`config.mk`:
```
export PLATFORM = sky130hd
export DESIGN_NAME = sprite_run_length_decoder_core_flat
export DESIGN_NICKNAME = d
export VERILOG_FILES = /design/src/rtl/core/srld_pkg.sv /design/src/rtl/core/srld_ifs.sv /design/src/rtl/core/srld_in_stage.sv /design/src/rtl/core/srld_decode.sv /design/src/rtl/core/srld_out_stage.sv /design/src/rtl/core/sprite_run_length_decoder_core.sv /design/src/flat_wrapper.sv
export VERILOG_INCLUDE_DIRS = /design/src /design/src/rtl/core
export SDC_FILE = /design/constraint.sdc
export NUM_CORES = 1
export LEC_CHECK = 0
export BUFFER_PORTS_ARGS = -buffer_cell sky130_fd_sc_hd__buf_2
export CAP_MARGIN = 25
export CORE_ASPECT_RATIO = 0.9
export CORE_MARGIN = 2
export CORE_UTILIZATION = 35
export CTS_CLUSTER_SIZE = 28
export DETAILED_ROUTE_END_ITERATION = 8
export SETUP_SLACK_MARGIN = 0.2
export SYNTH_ARGS = -nofsm -noshare
export SYNTH_HDL_FRONTEND = slang
export SYNTH_SLANG_ARGS = --single-unit
```
`constraint.sdc`:
```
create_clock -name clk -period 4.1 [get_ports clk]
set_input_delay 0.615 -clock clk [delete_from_list [all_inputs] [get_ports clk]]
set_output_delay 0.615 -clock clk [all_outputs]
set_load 0.1 [all_outputs]
```
`src/rtl/core/sprite_run_length_decoder_core_defines.svh`:
```
// assertion macros for the sprite run-length decoder core
// expects clk and rst_n in the scope of each use
`ifndef SPRITE_RUN_LENGTH_DECODER_CORE_DEFINES_SVH
`define SPRITE_RUN_LENGTH_DECODER_CORE_DEFINES_SVH

// same-cycle implication
`define SRLD_ASSERT_NOW(lbl, ante, cons, msg) \
    lbl: assert property (@(posedge clk) disable iff (!rst_n) (ante) |-> (cons)) \
        else $error(msg);

// next-cycle implication
`define SRLD_ASSERT_NEXT(lbl, ante, cons, msg) \
    lbl: assert property (@(posedge clk) disable iff (!rst_n) (ante) |=> (cons)) \
        else $error(msg);

`endif

```
`src/rtl/core/srld_pkg.sv`:
```
// shared types and codes for the sprite run-length decoder
// no dependencies
`default_nettype none

package srld_pkg;

    localparam int unsigned DATA_W  = 8;
    localparam int unsigned COUNT_W = 8;
    localparam int unsigned LEFT_W  = 7;
    localparam int unsigned FILL_W  = 6;

    localparam logic [DATA_W-1:0] COPY_MAX = 8'd65;

    typedef enum logic [1:0] {
        STATUS_OK       = 2'd0,
        STATUS_ZERO_HDR = 2'd1,
        STATUS_CUT      = 2'd2
    } status_t;

    typedef enum logic [2:0] {
        PH_HEADER = 3'b001,
        PH_COPY   = 3'b010,
        PH_FILL   = 3'b100
    } phase_t;

    typedef struct packed {
        logic [DATA_W-1:0] data_byte;
        logic              frame_last;
    } byte_item_t;

    typedef struct packed {
        logic [COUNT_W-1:0] run_count;
        logic [DATA_W-1:0]  pixel_index;
        logic               transparent;
        logic               frame_end;
        status_t            status;
    } run_item_t;

    typedef struct packed {
        logic in_header;
        logic err_seen;
    } dec_stat_t;

endpackage

`default_nettype wire

```
`src/rtl/core/srld_ifs.sv`:
```
// valid/ready channel interfaces for encoded bytes and decoded runs
// no dependencies
`default_nettype none

interface srld_byte_if;
    logic       valid;
    logic       ready;
    logic [7:0] data_byte;
    logic       frame_last;

    modport source (output valid, output data_byte, output frame_last, input ready);
    modport sink   (input valid, input data_byte, input frame_last, output ready);
endinterface

interface srld_run_if;
    logic       valid;
    logic       ready;
    logic [7:0] run_count;
    logic [7:0] pixel_index;
    logic       transparent;
    logic       frame_end;
    logic [1:0] status;

    modport source (output valid, output run_count, output pixel_index,
                    output transparent, output frame_end, output status, input ready);
    modport sink   (input valid, input run_count, input pixel_index,
                    input transparent, input frame_end, input status, output ready);
endinterface

`default_nettype wire

```
`src/rtl/core/srld_in_stage.sv`:
```
// input register stage holding one encoded byte
// depends on srld_pkg
`default_nettype none

module srld_in_stage
    import srld_pkg::*;
(
    input  wire logic       clk,
    input  wire logic       rst_n,
    input  wire logic       src_valid,
    input  wire byte_item_t src_item,
    output logic            src_ready,
    input  wire logic       advance,
    output logic            item_valid,
    output byte_item_t      item
);

    logic       vld_reg;
    logic       vld_next;
    byte_item_t item_reg;
    logic       load;

    assign src_ready = !vld_reg || advance;
    assign load      = src_valid && src_ready;

    always_comb
    begin
        vld_next = vld_reg;
        if (load)
        begin
            vld_next = 1'b1;
        end
        else if (advance)
        begin
            vld_next = 1'b0;
        end
    end

    always_ff @(posedge clk or negedge rst_n)
    begin
        if (!rst_n)
        begin
            vld_reg <= 1'b0;
        end
        else
        begin
            vld_reg <= vld_next;
        end
    end

    always_ff @(posedge clk)
    begin
        if (load)
        begin
            item_reg <= src_item;
        end
    end

    assign item_valid = vld_reg;
    assign item       = item_reg;

endmodule

`default_nettype wire

```
`src/rtl/core/srld_decode.sv`:
```
// frame parser: header decode, copy and fill tracking, error and frame-end status
// depends on srld_pkg
`default_nettype none

module srld_decode
    import srld_pkg::*;
(
    input  wire logic       clk,
    input  wire logic       rst_n,
    input  wire logic       format_sel,
    input  wire logic       fire,
    input  wire byte_item_t item,
    output run_item_t       res,
    output logic            has_res,
    output dec_stat_t       stat
);

    phase_t            phase_reg;
    phase_t            phase_next;
    logic [LEFT_W-1:0] left_reg;
    logic [LEFT_W-1:0] left_next;
    logic [FILL_W-1:0] fill_reg;
    logic [FILL_W-1:0] fill_next;
    status_t           err_reg;
    status_t           err_next;

    logic [DATA_W-1:0]  b;
    logic [DATA_W-1:0]  neg_b;
    logic [DATA_W-1:0]  fill_len;
    logic [LEFT_W-1:0]  left_dec;
    logic               have;
    logic [COUNT_W-1:0] cnt;
    logic [DATA_W-1:0]  idx;
    logic               tr;
    status_t            st;

    assign b        = item.data_byte;
    assign neg_b    = DATA_W'(9'd256 - {1'b0, b});
    assign fill_len = neg_b - COPY_MAX;
    assign left_dec = left_reg - LEFT_W'(1);

    always_comb
    begin
        phase_next = phase_reg;
        left_next  = left_reg;
        fill_next  = fill_reg;
        err_next   = err_reg;
        have       = 1'b0;
        cnt        = '0;
        idx        = '0;
        tr         = 1'b0;
        if (err_reg == STATUS_OK)
        begin
            unique case (phase_reg)
                PH_COPY:
                begin
                    cnt       = COUNT_W'(1);
                    idx       = b;
                    have      = 1'b1;
                    left_next = left_dec;
                    if (left_dec == '0)
                    begin
                        phase_next = PH_HEADER;
                    end
                end
                PH_FILL:
                begin
                    cnt        = COUNT_W'(fill_reg);
                    idx        = b;
                    have       = 1'b1;
                    fill_next  = '0;
                    phase_next = PH_HEADER;
                end
                default:
                begin
                    phase_next = PH_HEADER;
                    if (!format_sel)
                    begin
                        if (b[DATA_W-1])
                        begin
                            cnt  = neg_b;
                            tr   = 1'b1;
                            have = 1'b1;
                        end
                        else if (b != '0)
                        begin
                            left_next  = b[LEFT_W-1:0];
                            phase_next = PH_COPY;
                        end
                    end
                    else
                    begin
                        if (b == '0)
                        begin
                            err_next = STATUS_ZERO_HDR;
                        end
                        else if (!b[DATA_W-1])
                        begin
                            cnt  = b;
                            tr   = 1'b1;
                            have = 1'b1;
                        end
                        else if (neg_b <= COPY_MAX)
                        begin
                            left_next  = neg_b[LEFT_W-1:0];
                            phase_next = PH_COPY;
                        end
                        else
                        begin
                            fill_next  = fill_len[FILL_W-1:0];
                            phase_next = PH_FILL;
                        end
                    end
                end
            endcase
        end

        st = err_next;
        if (st == STATUS_OK && phase_next != PH_HEADER)
        begin
            st = STATUS_CUT;
        end

        res.run_count   = cnt;
        res.pixel_index = idx;
        res.transparent = tr;
        res.frame_end   = 1'b0;
        res.status      = STATUS_OK;
        has_res         = have;

        if (item.frame_last)
        begin
            // frame end always reports, runs dropped on a bad frame
            has_res       = 1'b1;
            res.frame_end = 1'b1;
            res.status    = st;
            if (st != STATUS_OK)
            begin
                res.run_count   = '0;
                res.pixel_index = '0;
                res.transparent = 1'b0;
            end
            phase_next = PH_HEADER;
            left_next  = '0;
            fill_next  = '0;
            err_next   = STATUS_OK;
        end
    end

    always_ff @(posedge clk or negedge rst_n)
    begin
        if (!rst_n)
        begin
            phase_reg <= PH_HEADER;
            left_reg  <= '0;
            fill_reg  <= '0;
            err_reg   <= STATUS_OK;
        end
        else if (fire)
        begin
            phase_reg <= phase_next;
            left_reg  <= left_next;
            fill_reg  <= fill_next;
            err_reg   <= err_next;
        end
    end

    assign stat.in_header = (phase_reg == PH_HEADER);
    assign stat.err_seen  = (err_reg != STATUS_OK);

endmodule

`default_nettype wire

```
`src/rtl/core/srld_out_stage.sv`:
```
// result register toward the run channel
// depends on srld_pkg
`default_nettype none

module srld_out_stage
    import srld_pkg::*;
(
    input  wire logic      clk,
    input  wire logic      rst_n,
    input  wire logic      load,
    input  wire run_item_t res,
    input  wire logic      dst_ready,
    output logic           dst_valid,
    output run_item_t      dst_item,
    output logic           free
);

    logic      vld_reg;
    logic      vld_next;
    run_item_t res_reg;

    assign free = !vld_reg || dst_ready;

    always_comb
    begin
        vld_next = vld_reg;
        if (load)
        begin
            vld_next = 1'b1;
        end
        else if (dst_ready)
        begin
            vld_next = 1'b0;
        end
    end

    always_ff @(posedge clk or negedge rst_n)
    begin
        if (!rst_n)
        begin
            vld_reg <= 1'b0;
        end
        else
        begin
            vld_reg <= vld_next;
        end
    end

    always_ff @(posedge clk)
    begin
        if (load)
        begin
            res_reg <= res;
        end
    end

    assign dst_valid = vld_reg;
    assign dst_item  = res_reg;

endmodule

`default_nettype wire

```
`src/rtl/core/sprite_run_length_decoder_core.sv`:
```
// sprite run-length decoder core: one encoded byte in, at most one run out
// path: a byte is held in the input register, parsed combinationally, then its run is held in the result register
// throughput: one byte per cycle unless a run waits in the result register on runs.ready
// reset: rst_n clears the parser state, format register and both stage valids
// depends on srld_pkg, srld_ifs, srld_in_stage, srld_decode, srld_out_stage, defines header
`default_nettype none
`include "sprite_run_length_decoder_core_defines.svh"

module sprite_run_length_decoder_core
    import srld_pkg::*;
(
    input  wire logic    clk,
    input  wire logic    rst_n,
    input  wire logic    format_we,
    input  wire logic    format_wdata,
    srld_byte_if.sink    stream,
    srld_run_if.source   runs
);

    logic       format_reg;
    byte_item_t src_item;
    byte_item_t item;
    logic       item_valid;
    logic       advance;
    run_item_t  res;
    logic       has_res;
    dec_stat_t  stat;
    logic       out_free;
    run_item_t  out_item;

    always_ff @(posedge clk or negedge rst_n)
    begin
        if (!rst_n)
        begin
            format_reg <= 1'b0;
        end
        else if (format_we)
        begin
            format_reg <= format_wdata;
        end
    end

    assign src_item.data_byte  = stream.data_byte;
    assign src_item.frame_last = stream.frame_last;

    assign advance = item_valid && (!has_res || out_free);

    srld_in_stage u_in_stage (
        .clk        (clk),
        .rst_n      (rst_n),
        .src_valid  (stream.valid),
        .src_item   (src_item),
        .src_ready  (stream.ready),
        .advance    (advance),
        .item_valid (item_valid),
        .item       (item)
    );

    srld_decode u_decode (
        .clk        (clk),
        .rst_n      (rst_n),
        .format_sel (format_reg),
        .fire       (advance),
        .item       (item),
        .res        (res),
        .has_res    (has_res),
        .stat       (stat)
    );

    srld_out_stage u_out_stage (
        .clk       (clk),
        .rst_n     (rst_n),
        .load      (advance && has_res),
        .res       (res),
        .dst_ready (runs.ready),
        .dst_valid (runs.valid),
        .dst_item  (out_item),
        .free      (out_free)
    );

    assign runs.run_count   = out_item.run_count;
    assign runs.pixel_index = out_item.pixel_index;
    assign runs.transparent = out_item.transparent;
    assign runs.frame_end   = out_item.frame_end;
    assign runs.status      = out_item.status;

    `SRLD_ASSERT_NOW(a_status_on_end, runs.valid && (runs.status != STATUS_OK), runs.frame_end, "status without frame end")
    `SRLD_ASSERT_NOW(a_status_only, runs.valid && (runs.status != STATUS_OK), (runs.run_count == '0) && !runs.transparent, "bad frame carries a run")
    `SRLD_ASSERT_NOW(a_transp_index, runs.valid && runs.transparent, runs.pixel_index == '0, "transparent run with index")
    `SRLD_ASSERT_NEXT(a_frame_clear, advance && item.frame_last, stat.in_header && !stat.err_seen, "parser not cleared after frame end")

endmodule

`default_nettype wire
```
`src/flat_wrapper.sv`:
```
// flat-port wrapper written by rule: the top's interface ports become plain ports
module sprite_run_length_decoder_core_flat import srld_pkg::*;
  (clk, rst_n, format_we, format_wdata, stream_valid, stream_data_byte, stream_frame_last, stream_ready, runs_valid, runs_run_count, runs_pixel_index, runs_transparent, runs_frame_end, runs_status, runs_ready);
  srld_byte_if stream_i ();
  srld_run_if runs_i ();
  input  wire logic clk;
  input  wire logic rst_n;
  input  wire logic format_we;
  input  wire logic format_wdata;
  input wire logic [$bits(stream_i.valid)-1:0] stream_valid;
  input wire logic [$bits(stream_i.data_byte)-1:0] stream_data_byte;
  input wire logic [$bits(stream_i.frame_last)-1:0] stream_frame_last;
  output wire logic [$bits(stream_i.ready)-1:0] stream_ready;
  output wire logic [$bits(runs_i.valid)-1:0] runs_valid;
  output wire logic [$bits(runs_i.run_count)-1:0] runs_run_count;
  output wire logic [$bits(runs_i.pixel_index)-1:0] runs_pixel_index;
  output wire logic [$bits(runs_i.transparent)-1:0] runs_transparent;
  output wire logic [$bits(runs_i.frame_end)-1:0] runs_frame_end;
  output wire logic [$bits(runs_i.status)-1:0] runs_status;
  input wire logic [$bits(runs_i.ready)-1:0] runs_ready;
  assign stream_i.valid = stream_valid;
  assign stream_i.data_byte = stream_data_byte;
  assign stream_i.frame_last = stream_frame_last;
  assign stream_ready = stream_i.ready;
  assign runs_valid = runs_i.valid;
  assign runs_run_count = runs_i.run_count;
  assign runs_pixel_index = runs_i.pixel_index;
  assign runs_transparent = runs_i.transparent;
  assign runs_frame_end = runs_i.frame_end;
  assign runs_status = runs_i.status;
  assign runs_i.ready = runs_ready;
  sprite_run_length_decoder_core u_core (.clk(clk), .rst_n(rst_n), .format_we(format_we), .format_wdata(format_wdata), .stream(stream_i), .runs(runs_i));
endmodule
```
Word level (Yosys, flattened, before mapping)
Cells that the tools add are included.
{"block": "word_totals", "in_bits": 15, "out_inout_bits": 22, "elab_cells": 109, "reg_bits": 50}
{"block": "op_classes", "n_lt_le_gt_ge": 1, "muxes": 55, "eq_ne": 11, "add_sub_neg": 3, "reduce_logical": 25}
{"cell": "$mux 7", "count": 10}
{"cell": "$mux 8", "count": 5}
{"cell": "$mux 6", "count": 6}
{"cell": "$mux 3", "count": 7}
{"cell": "$mux 20", "count": 1}
{"cell": "$mux 17", "count": 1}
{"cell": "$mux 2", "count": 8}
{"cell": "$pmux 8 s2", "count": 1}
{"cell": "$pmux 7 s2", "count": 1}
{"cell": "$mux 1", "count": 13}
{"cell": "$ne 4x4->1 const B", "count": 3}
{"cell": "$pmux 6 s2", "count": 1}
{"cell": "$ne 3x1->1 const B", "count": 3}
{"cell": "$le 8x7->1 const B", "count": 1}
{"cell": "$logic_not 8->1", "count": 1}
{"cell": "$reduce_and 8->1", "count": 1}
{"cell": "$reduce_bool 2->1", "count": 4}
{"cell": "$reduce_bool 8->1", "count": 1}
{"cell": "$sub 1x8->8 const A", "count": 1}
{"cell": "$logic_not 7->1", "count": 1}
{"cell": "$reduce_and 7->1", "count": 1}
{"cell": "$sub 7x1->7 const B", "count": 1}
{"cell": "$pmux 3 s2", "count": 1}
{"cell": "$reduce_bool 3->1", "count": 2}
{"cell": "11 further kinds", "count": 20}

Logic depth before layout (Yosys ltp)
Gate-level depths: netlist of run 1.
{"block": "logic_depth", "depth_word": 14, "ltp_mapped": 11, "depth_no_buf": 10}

Cells and area by module
Synthesis of run 1 repeated with hierarchy kept, for this count alone.
{"block": "unflattened", "hier_cells": 294, "hier_area_um2": 2992.9}
{"module": "srld_decode", "cells_per_inst": 253, "instances": 1, "area_each_um2": 1963.1, "seq_area_each_um2": 451.7}
{"module": "srld_out_stage", "cells_per_inst": 23, "instances": 1, "area_each_um2": 648.1, "seq_area_each_um2": 625.6}
{"module": "srld_in_stage", "cells_per_inst": 13, "instances": 1, "area_each_um2": 324.1, "seq_area_each_um2": 295.3}
{"module": "sprite_run_length_decoder_core", "cells_per_inst": 5, "instances": 1, "area_each_um2": 57.6, "seq_area_each_um2": 25.0}

Least setup slack after synthesis of run 1
Ideal clock, no wire load.
{"block": "synth_path", "kind": "reg2reg", "start": "register u_core.u_in_stage.item_reg, in the netlist u_core.u_in_stage.item[1]", "end": "register u_core.u_in_stage.item_reg, in the netlist u_core.u_in_stage.item[0], enable pin", "period_less_slack_ps": 3296, "arrival_ps": 2958, "t_required_ps": 3762, "n_path_buf": 1, "setup_time_ps": 338, "path_stages_with_launch": 10, "slack_ps": 804, "path_cell_list": "edfxtp_1 -> clkbuf_1 -> inv_1 -> ha_1 -> nor4b_2 -> a311o_1 -> a21oi_1 -> o21ai_1 -> or2_1 -> and2_1"}
{"block": "synth_between", "elab_chain_len": 11}
{"item": "start: declaration", "line_no": "srld_in_stage.sv:20", "text": "byte_item_t item_reg;"}
{"item": "start signal: assignment", "line_no": "srld_in_stage.sv:55", "text": "item_reg <= src_item;"}
{"item": "$logic_not 8->1", "line_no": "srld_decode.sv:93", "text": "if (b == '0)"}
{"item": "$mux 1", "line_no": "srld_decode.sv:93"}
{"item": "$mux 1", "line_no": "srld_decode.sv:77", "text": "if (!format_sel)"}
{"item": "$mux 1", "line_no": "srld_decode.sv:54", "text": "unique case (phase_reg)"}
{"item": "$mux 1", "line_no": "srld_decode.sv:52", "text": "if (err_reg == STATUS_OK)"}
{"item": "$mux 1", "line_no": "srld_decode.sv:131", "text": "if (item.frame_last)"}
{"item": "$logic_not 1->1", "line_no": "sprite_run_length_decoder_core.sv:46", "text": "assign advance = item_valid && (!has_res || out_free);"}
{"item": "$logic_or 1x1->1", "line_no": "sprite_run_length_decoder_core.sv:46"}
{"item": "$logic_and 1x1->1", "line_no": "sprite_run_length_decoder_core.sv:46"}
{"item": "$logic_or 1x1->1", "line_no": "srld_in_stage.sv:23", "text": "assign src_ready = !vld_reg || advance;"}
{"item": "named net stream_ready", "line_no": "flat_wrapper.sv:13", "text": "output wire logic [$bits(stream_i.ready)-1:0] stream_ready;"}
{"item": "$logic_and 1x1->1", "line_no": "srld_in_stage.sv:24", "text": "assign load = src_valid && src_ready;"}
{"item": "named net u_core.u_in_stage.load", "line_no": "srld_in_stage.sv:21", "text": "logic load;"}
The timed path passes the listed nets, and every way through them passes these cells.
A chain may end at the register's enable or synchronous reset.

Final worst setup path of run 1
{"block": "layout_path", "start": "register u_core.u_in_stage.item_reg, in the netlist u_core.u_in_stage.item[1]", "end": "output stream_ready"}
{"block": "layout_between", "elab_chain_len": 10}
{"item": "$logic_not 8->1", "line_no": "srld_decode.sv:93"}
{"item": "$mux 1", "line_no": "srld_decode.sv:93"}
{"item": "$mux 1", "line_no": "srld_decode.sv:77"}
{"item": "$mux 1", "line_no": "srld_decode.sv:54"}
{"item": "$mux 1", "line_no": "srld_decode.sv:52"}
{"item": "$mux 1", "line_no": "srld_decode.sv:131"}
{"item": "$logic_not 1->1", "line_no": "sprite_run_length_decoder_core.sv:46"}
{"item": "$logic_or 1x1->1", "line_no": "sprite_run_length_decoder_core.sv:46"}
{"item": "$logic_and 1x1->1", "line_no": "sprite_run_length_decoder_core.sv:46"}
{"item": "$logic_or 1x1->1", "line_no": "srld_in_stage.sv:23"}
{"item": "end: declaration", "line_no": "flat_wrapper.sv:13"}
Every way passes these cells.

==> results.toml, run 1 <==
[final_layout]
num_antenna_cells = 0
multiInputGateArea_sq_um = 1510
filler_cell_count = 810
layout.area.seq_sq_um = 1400
postLayoutCoreUtil_pct = 41.0
syn_to_final_growth_pct = 12.2
stdcell_area_sq_um = 3360
nNetsFinal = 343
drive_above_1_share_pct = 20.4
largest_reg_flops = 20

[global_route]
grt_max_degree = 24
first_global_vias = 2200
grt_overflow_total = 0
grt_pass1_wl_mm = 11.8
antenna_found_initial = 0
grt_usage_pct = 16.0

[route]
drt-initial-drc-count = 193
drc = 0
wire_per_inst_um = 16.2
drt-total-wl_mm = 7.13
vias = 2353
viasPerCell = 5.36
postRouteAntennaNets = 0
first_pass_iters = 4

[critical_path]
cp-start-kind = "flip-flop"
cpMaxStageDelayCell = "edfxtp_1"
path_cells = "inv_1 > ha_1 > nor4b_4 > a311o_1 > a21oi_1 > o21ai_1 > or2_1 > buf_2"
critPathArrivalTime_ns = 2.87
worstPathRequired_ns = 3.48
crit_fanout = 13
endpoint_kind = "output port"
path_class = "reg -> out"
slowest_delay_ns = 0.57

[floorplanning]
start_util_pct = 36.6
die_w_um = 101
ios = 37
dieArea_sq_um = 9300
die_h_um = 91.7
std_cell_rows = 31
core_area_sq_um = 8180

[yosys]
synth_edf_count = 29
yosysSeqAreaShare_pct = 46.7
synth_fp_nets = 314
postSynth.asyncResetShare_pct = 42.0
synth_cell_type_count = 66
yosys_register_bits = 50
yosys_most_used_dff = "edfxtp_1"
synth_area_sq_um = 2990
avgSynthCellArea_sq_um = 10.2
synth_warnings = 0
syn_inst = 294

[timing]
worstMarginPinSlew_ns = 0.873
timing.slew.headroom_pct = 41.8
min_period_over_period_pct = 85.1
slew_violations = 0
setup_tns_ns = 0
hold_viol = 0
setup-violations-final = 0
min_period_ns = 3.49
fin_worst_skew_ns = 0.00509
rsz0062_at_grt = "no"
layout_setup_ws_ns = 0.613
clock.fmax_mhz = 287

[clock_tree]
clock_path_buffers = 2
htreeDepth = 2
cts_root_buf = "clkbuf_8"
cts.clk_slew.worst_paths_ns = 0.10
clkLatencyLatePin_ns = 0.30
numClockSinks = 50
post_cts_buffers = 0
cts_tree = "done"
numCtsBuffers = 5

[power]
vdd_ir_drop_max_uv = 228
cellPowerDensity_nw_per_um2 = 570
power_mw = 1.91
power_leakage_nw = 1.33

[run]
cap_violations = 0

[status]
status = "completed"

[worst_hold_path]
hp-class = "in -> async"

[place]
place_congestion = 0.857
placed_area_sq_um = 3260
pre_cts_ws_ns = 0.875
dp_hpwl_mm = 5.21
io_buffer_count = 36
==> path summary, 6_finish.rpt <==
check	start	endpoint	slack (ns)	cells after the start
hold reg to reg	u_core.u_decode.fill_reg[1]	u_core.u_decode.fill_reg[1]	0.50	1
hold / removal	rst_n	u_core.format_reg	0.27	1
setup / recovery	u_core.u_in_stage.item[1]	stream_ready	0.61	8
setup reg to reg	u_core.u_in_stage.item[3]	u_core.u_decode.left_reg[2]	0.88	10
min in group clk	stream_data_byte[0]	u_core.u_in_stage.item[1]	0.48	1
max in group asynchronous	rst_n	u_core.u_decode.phase_reg[0]	3.46	1
==> logic make-up after synthesis <==
kind of cell,after synthesis,share of synthesized area [%]
adders and majority gates,5,2.09
xor gates and xnor gates,13,3.81
buffers and inverters,22,3.22
DFF,50,46.7
AOI/OAI and AO/OA,86,22.1
muxes,1,0.376
and+or+nand+nor,117,21.7
==> layout by cell type (no fill, tap or decap), types with 2 or more instances in the layout <==
master / netlist / routed
buf_2: 4 / 36
nor2_1: 35 / 35
edfxtp_1: 29 / 29
dfrtp_1: 20 / 20
nand2_1: 18 / 18
o21ai_0: 15 / 15
a21oi_1: 15 / 15
and2_1: 11 / 11
xor2_1: 9 / 9
nand2b_1: 8 / 8
nor2b_1: 8 / 8
or3_1: 7 / 7
o2bb2ai_1: 7 / 7
inv_1: 6 / 6
a22o_1: 6 / 6
a22oi_1: 5 / 5
o211ai_1: 5 / 5
ha_1: 5 / 5
clkbuf_8: 0 / 5
o21ai_1: 4 / 4
nand3_1: 4 / 4
xnor2_1: 4 / 4
or2_2: 3 / 3
nor3_2: 3 / 3
o21a_1: 3 / 3
a32oi_1: 3 / 3
nand4_1: 3 / 3
nor3_1: 2 / 2
nor3b_1: 2 / 2
a311o_1: 2 / 2
and3_1: 2 / 2
o211a_1: 2 / 2
nor4_1: 2 / 2
clkinv_4: 0 / 2
buf_4: 0 / 2
==> cells in the mapped netlist (3+ instances only) <==
cell	number	area (sq um)
o21ai_0	15	75.1
or2_2	3	18.8
xnor2_1	4	35.0
nand2b_1	8	50.1
inv_1	6	22.5
o211ai_1	5	37.5
xor2_1	9	78.8
buf_2	4	20.0
o21ai_1	4	20.0
a22o_1	6	52.6
a21oi_1	15	75.1
or3_1	7	43.8
edfxtp_1	29	871
nand2_1	18	67.6
o2bb2ai_1	7	61.3
nand4_1	3	18.8
clkbuf_1	9	33.8
ha_1	5	62.6
a32oi_1	3	26.3
a22oi_1	5	37.5
nor3_2	3	30.0
nor2b_1	8	50.1
dfrtp_1	20	500
o21a_1	3	22.5
nor2_1	35	131
nand3_1	4	20.0
and2_1	11	68.8
==> worst max-delay path, delay by kind of cell (launching register included) <==
kind	cells	cell delay, ns
flops	1	0.57
compound gates	3	0.64
simple gates	2	0.51
buf+inv	2	0.55
fa+ha+maj	1	0.29
==> power by group <==
part	total, mW	switching [mW]	internal [mW]
logic	0.870	0.632	0.237
clock network	0.296	0.175	0.121
registers	0.747	0.0932	0.653
==> metrics by stage <==
stage	hold WS, ns	cells
6_report	0.271	439
5_1_grt	0.304	439
4_1_cts	0.286	439
3_5_place_dp	0.481	431
3_3_place_gp	0.476	431
2_1_floorplan	0.319	294
==> per-layer routing <==
metal | up-vias | wire length, um | track usage, %
met3 | 2 | 419 | 2.90
met4 | 0 | 27 | 2.70
met1 | 1144 | 3520 | 25.7
met2 | 70 | 3160 | 22.4
met5 | - | 0 | 0
li1 | 1137 | - | -
==> repair_timing <==
item                       CTS  global route
gates resized for setup      0             1
setup endpoints to repair    0             1
hold buffers                 0             0
==> final cells by class <==
cell class | instances | area share [%]
multi-input cells | 222 | 44.9
flip-flops and latches | 50 | 41.6
well taps | 115 | 4.29
inverters | 6 | 0.671
clock inverters | 3 | 0.634
clock buffers | 5 | 2.05
repair buffers | 38 | 5.82
Power figures use the tool's default switching activity.
==> run 2: changes to the inputs <==
SETUP_SLACK_MARGIN = unset   (was 0.2)
clock period = 3.08 ns   (was 4.1 ns; I/O delays follow)
==> results.toml, run 2 (synthesis gave the netlist of run 1 again) <==
[critical_path]
endpoint_kind = "output port"
ff2ff_setup_slack_ns = 0.25
cpMaxStageDelayCell = "a311o_1"
crit_buf_inv = 2
slowest_delay_ns = 0.46
path_cells = "inv_1 > ha_1 > nor4b_4 > a311o_1 > a21oi_2 > o21ai_1 > or2_2 > buf_4"
crit_fanout = 5
timing.rr.end = "u_core.u_decode.left_reg[2]"
reg2reg_depth = 10
worstPathRequired_ns = 2.62
r2r_start = "u_core.u_in_stage.item[3]"
cp_num_cells = 8
cp-start-kind = "flip-flop"
critPathArrivalTime_ns = 2.42
path_class = "reg -> out"
crit_family = "compound AO/OA/AOI/OAI gates"

[global_route]
first_global_vias = 2230
grt_usage_pct = 15.9
grt_max_degree = 22
grt_overflow_total = 0
grt_pass1_wl_mm = 11.7
antenna_found_initial = 0

[clock_tree]
numClockSinks = 50
numCtsBuffers = 5
cts_tree = "done"
post_cts_buffers = 0
clkLatencyLatePin_ns = 0.31
cts_root_buf = "clkbuf_8"
cts.clk_slew.worst_paths_ns = 0.10
htreeDepth = 2
clock_path_buffers = 2

[route]
drc = 0
viasPerCell = 5.25
postRouteAntennaNets = 0
drt-initial-drc-count = 184
wire_per_inst_um = 15.8
drt-total-wl_mm = 7.12
first_pass_iters = 4
vias = 2375

[power]
power_leakage_nw = 1.39
vdd_ir_drop_max_uv = 283
cellPowerDensity_nw_per_um2 = 740

[floorplanning]
std_cell_rows = 31
start_util_pct = 36.6
die_h_um = 91.7
core_area_sq_um = 8180
ios = 37
die_w_um = 101
dieArea_sq_um = 9300

[run]
cap_violations = 0

[final_layout]
multiInputGateArea_sq_um = 1510
nNetsFinal = 356
most-common-layout-cells = "nor2_1 (35), buf_2 (35), edfxtp_1 (29)"
largest_reg_flops = 20
num_antenna_cells = 0
postLayoutCoreUtil_pct = 42.3
filler_cell_count = 805
layout.area.seq_sq_um = 1400
syn_to_final_growth_pct = 15.6
drive_above_1_share_pct = 24.0

[place]
dp_hpwl_mm = 5.26
io_buffer_count = 36
pre_cts_ws_ns = 0.275
place_congestion = 0.909

[timing]
min_period_over_period_pct = 93.5
worstMarginPinSlew_ns = 0.711
hold_viol = 0
min_period_ns = 2.88
worst_hold_slack_ns = 0.115
fin_worst_skew_ns = 0.00857
layout_setup_ws_ns = 0.200
slew_violations = 0
clock.fmax_mhz = 347
timing.slew.headroom_pct = 52.4
setup-violations-final = 0

[worst_hold_path]
hp-class = "in -> async"

[status]
status = "completed"
## run 2: cell types whose count changed in the layout (fill, tap and decap cells not counted)
cell	delta
a21oi_1	-1
a21oi_2	+1
buf_2	-1
buf_4	+14
or2_1	-1
or2_2	+1
## run 2: how the worst max path moves through the flow
| stage | from | to | slack (ns) |
|---|---|---|---|
| 3_3_place_gp | u_core.u_in_stage.item[2] | stream_ready | 0.33 |
| 2_1_floorplan | u_core.u_in_stage.item[1] | u_core.u_out_stage.dst_item[0] | 0.01 |
| 4_1_cts | u_core.u_in_stage.item[2] | stream_ready | 0.06 |
| 3_5_place_dp | u_core.u_in_stage.item[2] | stream_ready | 0.28 |
| 5_1_grt | u_core.u_in_stage.item[2] | stream_ready | -0.04 |
| 6_report | u_core.u_in_stage.item[2] | stream_ready | 0.20 |
## run 2: stage by stage
stage	cells	power (mW)	instance area [sq um]	setup TNS, ns
6_report	452	2.56	3460	0
5_1_grt	452	2.71	3460	-0.0379
4_1_cts	452	2.57	3450	0
3_5_place_dp	444	2.18	3350	0
3_3_place_gp	444	2.17	3350	0
2_1_floorplan	294	1.93	2990	0
## run 2: where the power goes
group	switching [mW]	internal (mW)	total, mW
logic	0.863	0.337	1.20
registers	0.103	0.870	0.973
clock network	0.227	0.160	0.388
## run 2: worst register-to-register path: stages, from the launching register on
cell and delay, ns:
edfxtp_1 0.48, or3_1 0.40, or2_2 0.32, nor3_1 0.15, ha_1 0.29, nand4_1 0.11, a21oi_1 0.06, nor3_2 0.31
o211ai_1 0.17, and3_4 0.23, a22o_1 0.21
## run 2: repair_timing
item,in CTS,in global routing
cloned,0,0
setup endpoints to repair,1,1
resized for setup,1,2
hold buffers,0,0
## run 2: cell type report
class / count / area share, %
well taps: 115 / 4.16
flip-flops and latches: 50 / 40.4
clock buffers: 5 / 1.99
clock inverters: 3 / 0.615
multi-input cells: 222 / 43.7
inverters: 6 / 0.651
repair buffers: 51 / 8.54
## run 2: per-layer routing
metal / global-route usage, % / up-vias / wire, um / part of all wire, %
met3: 3.13 / 4 / 518 / 7.3
met1: 25.0 / 1115 / 3490 / 49
met4: 3.72 / 0 / 45 / 0.63
li1: - / 1169 / - / -
met2: 22.2 / 87 / 3060 / 43
met5: 0 / - / 0 / 0
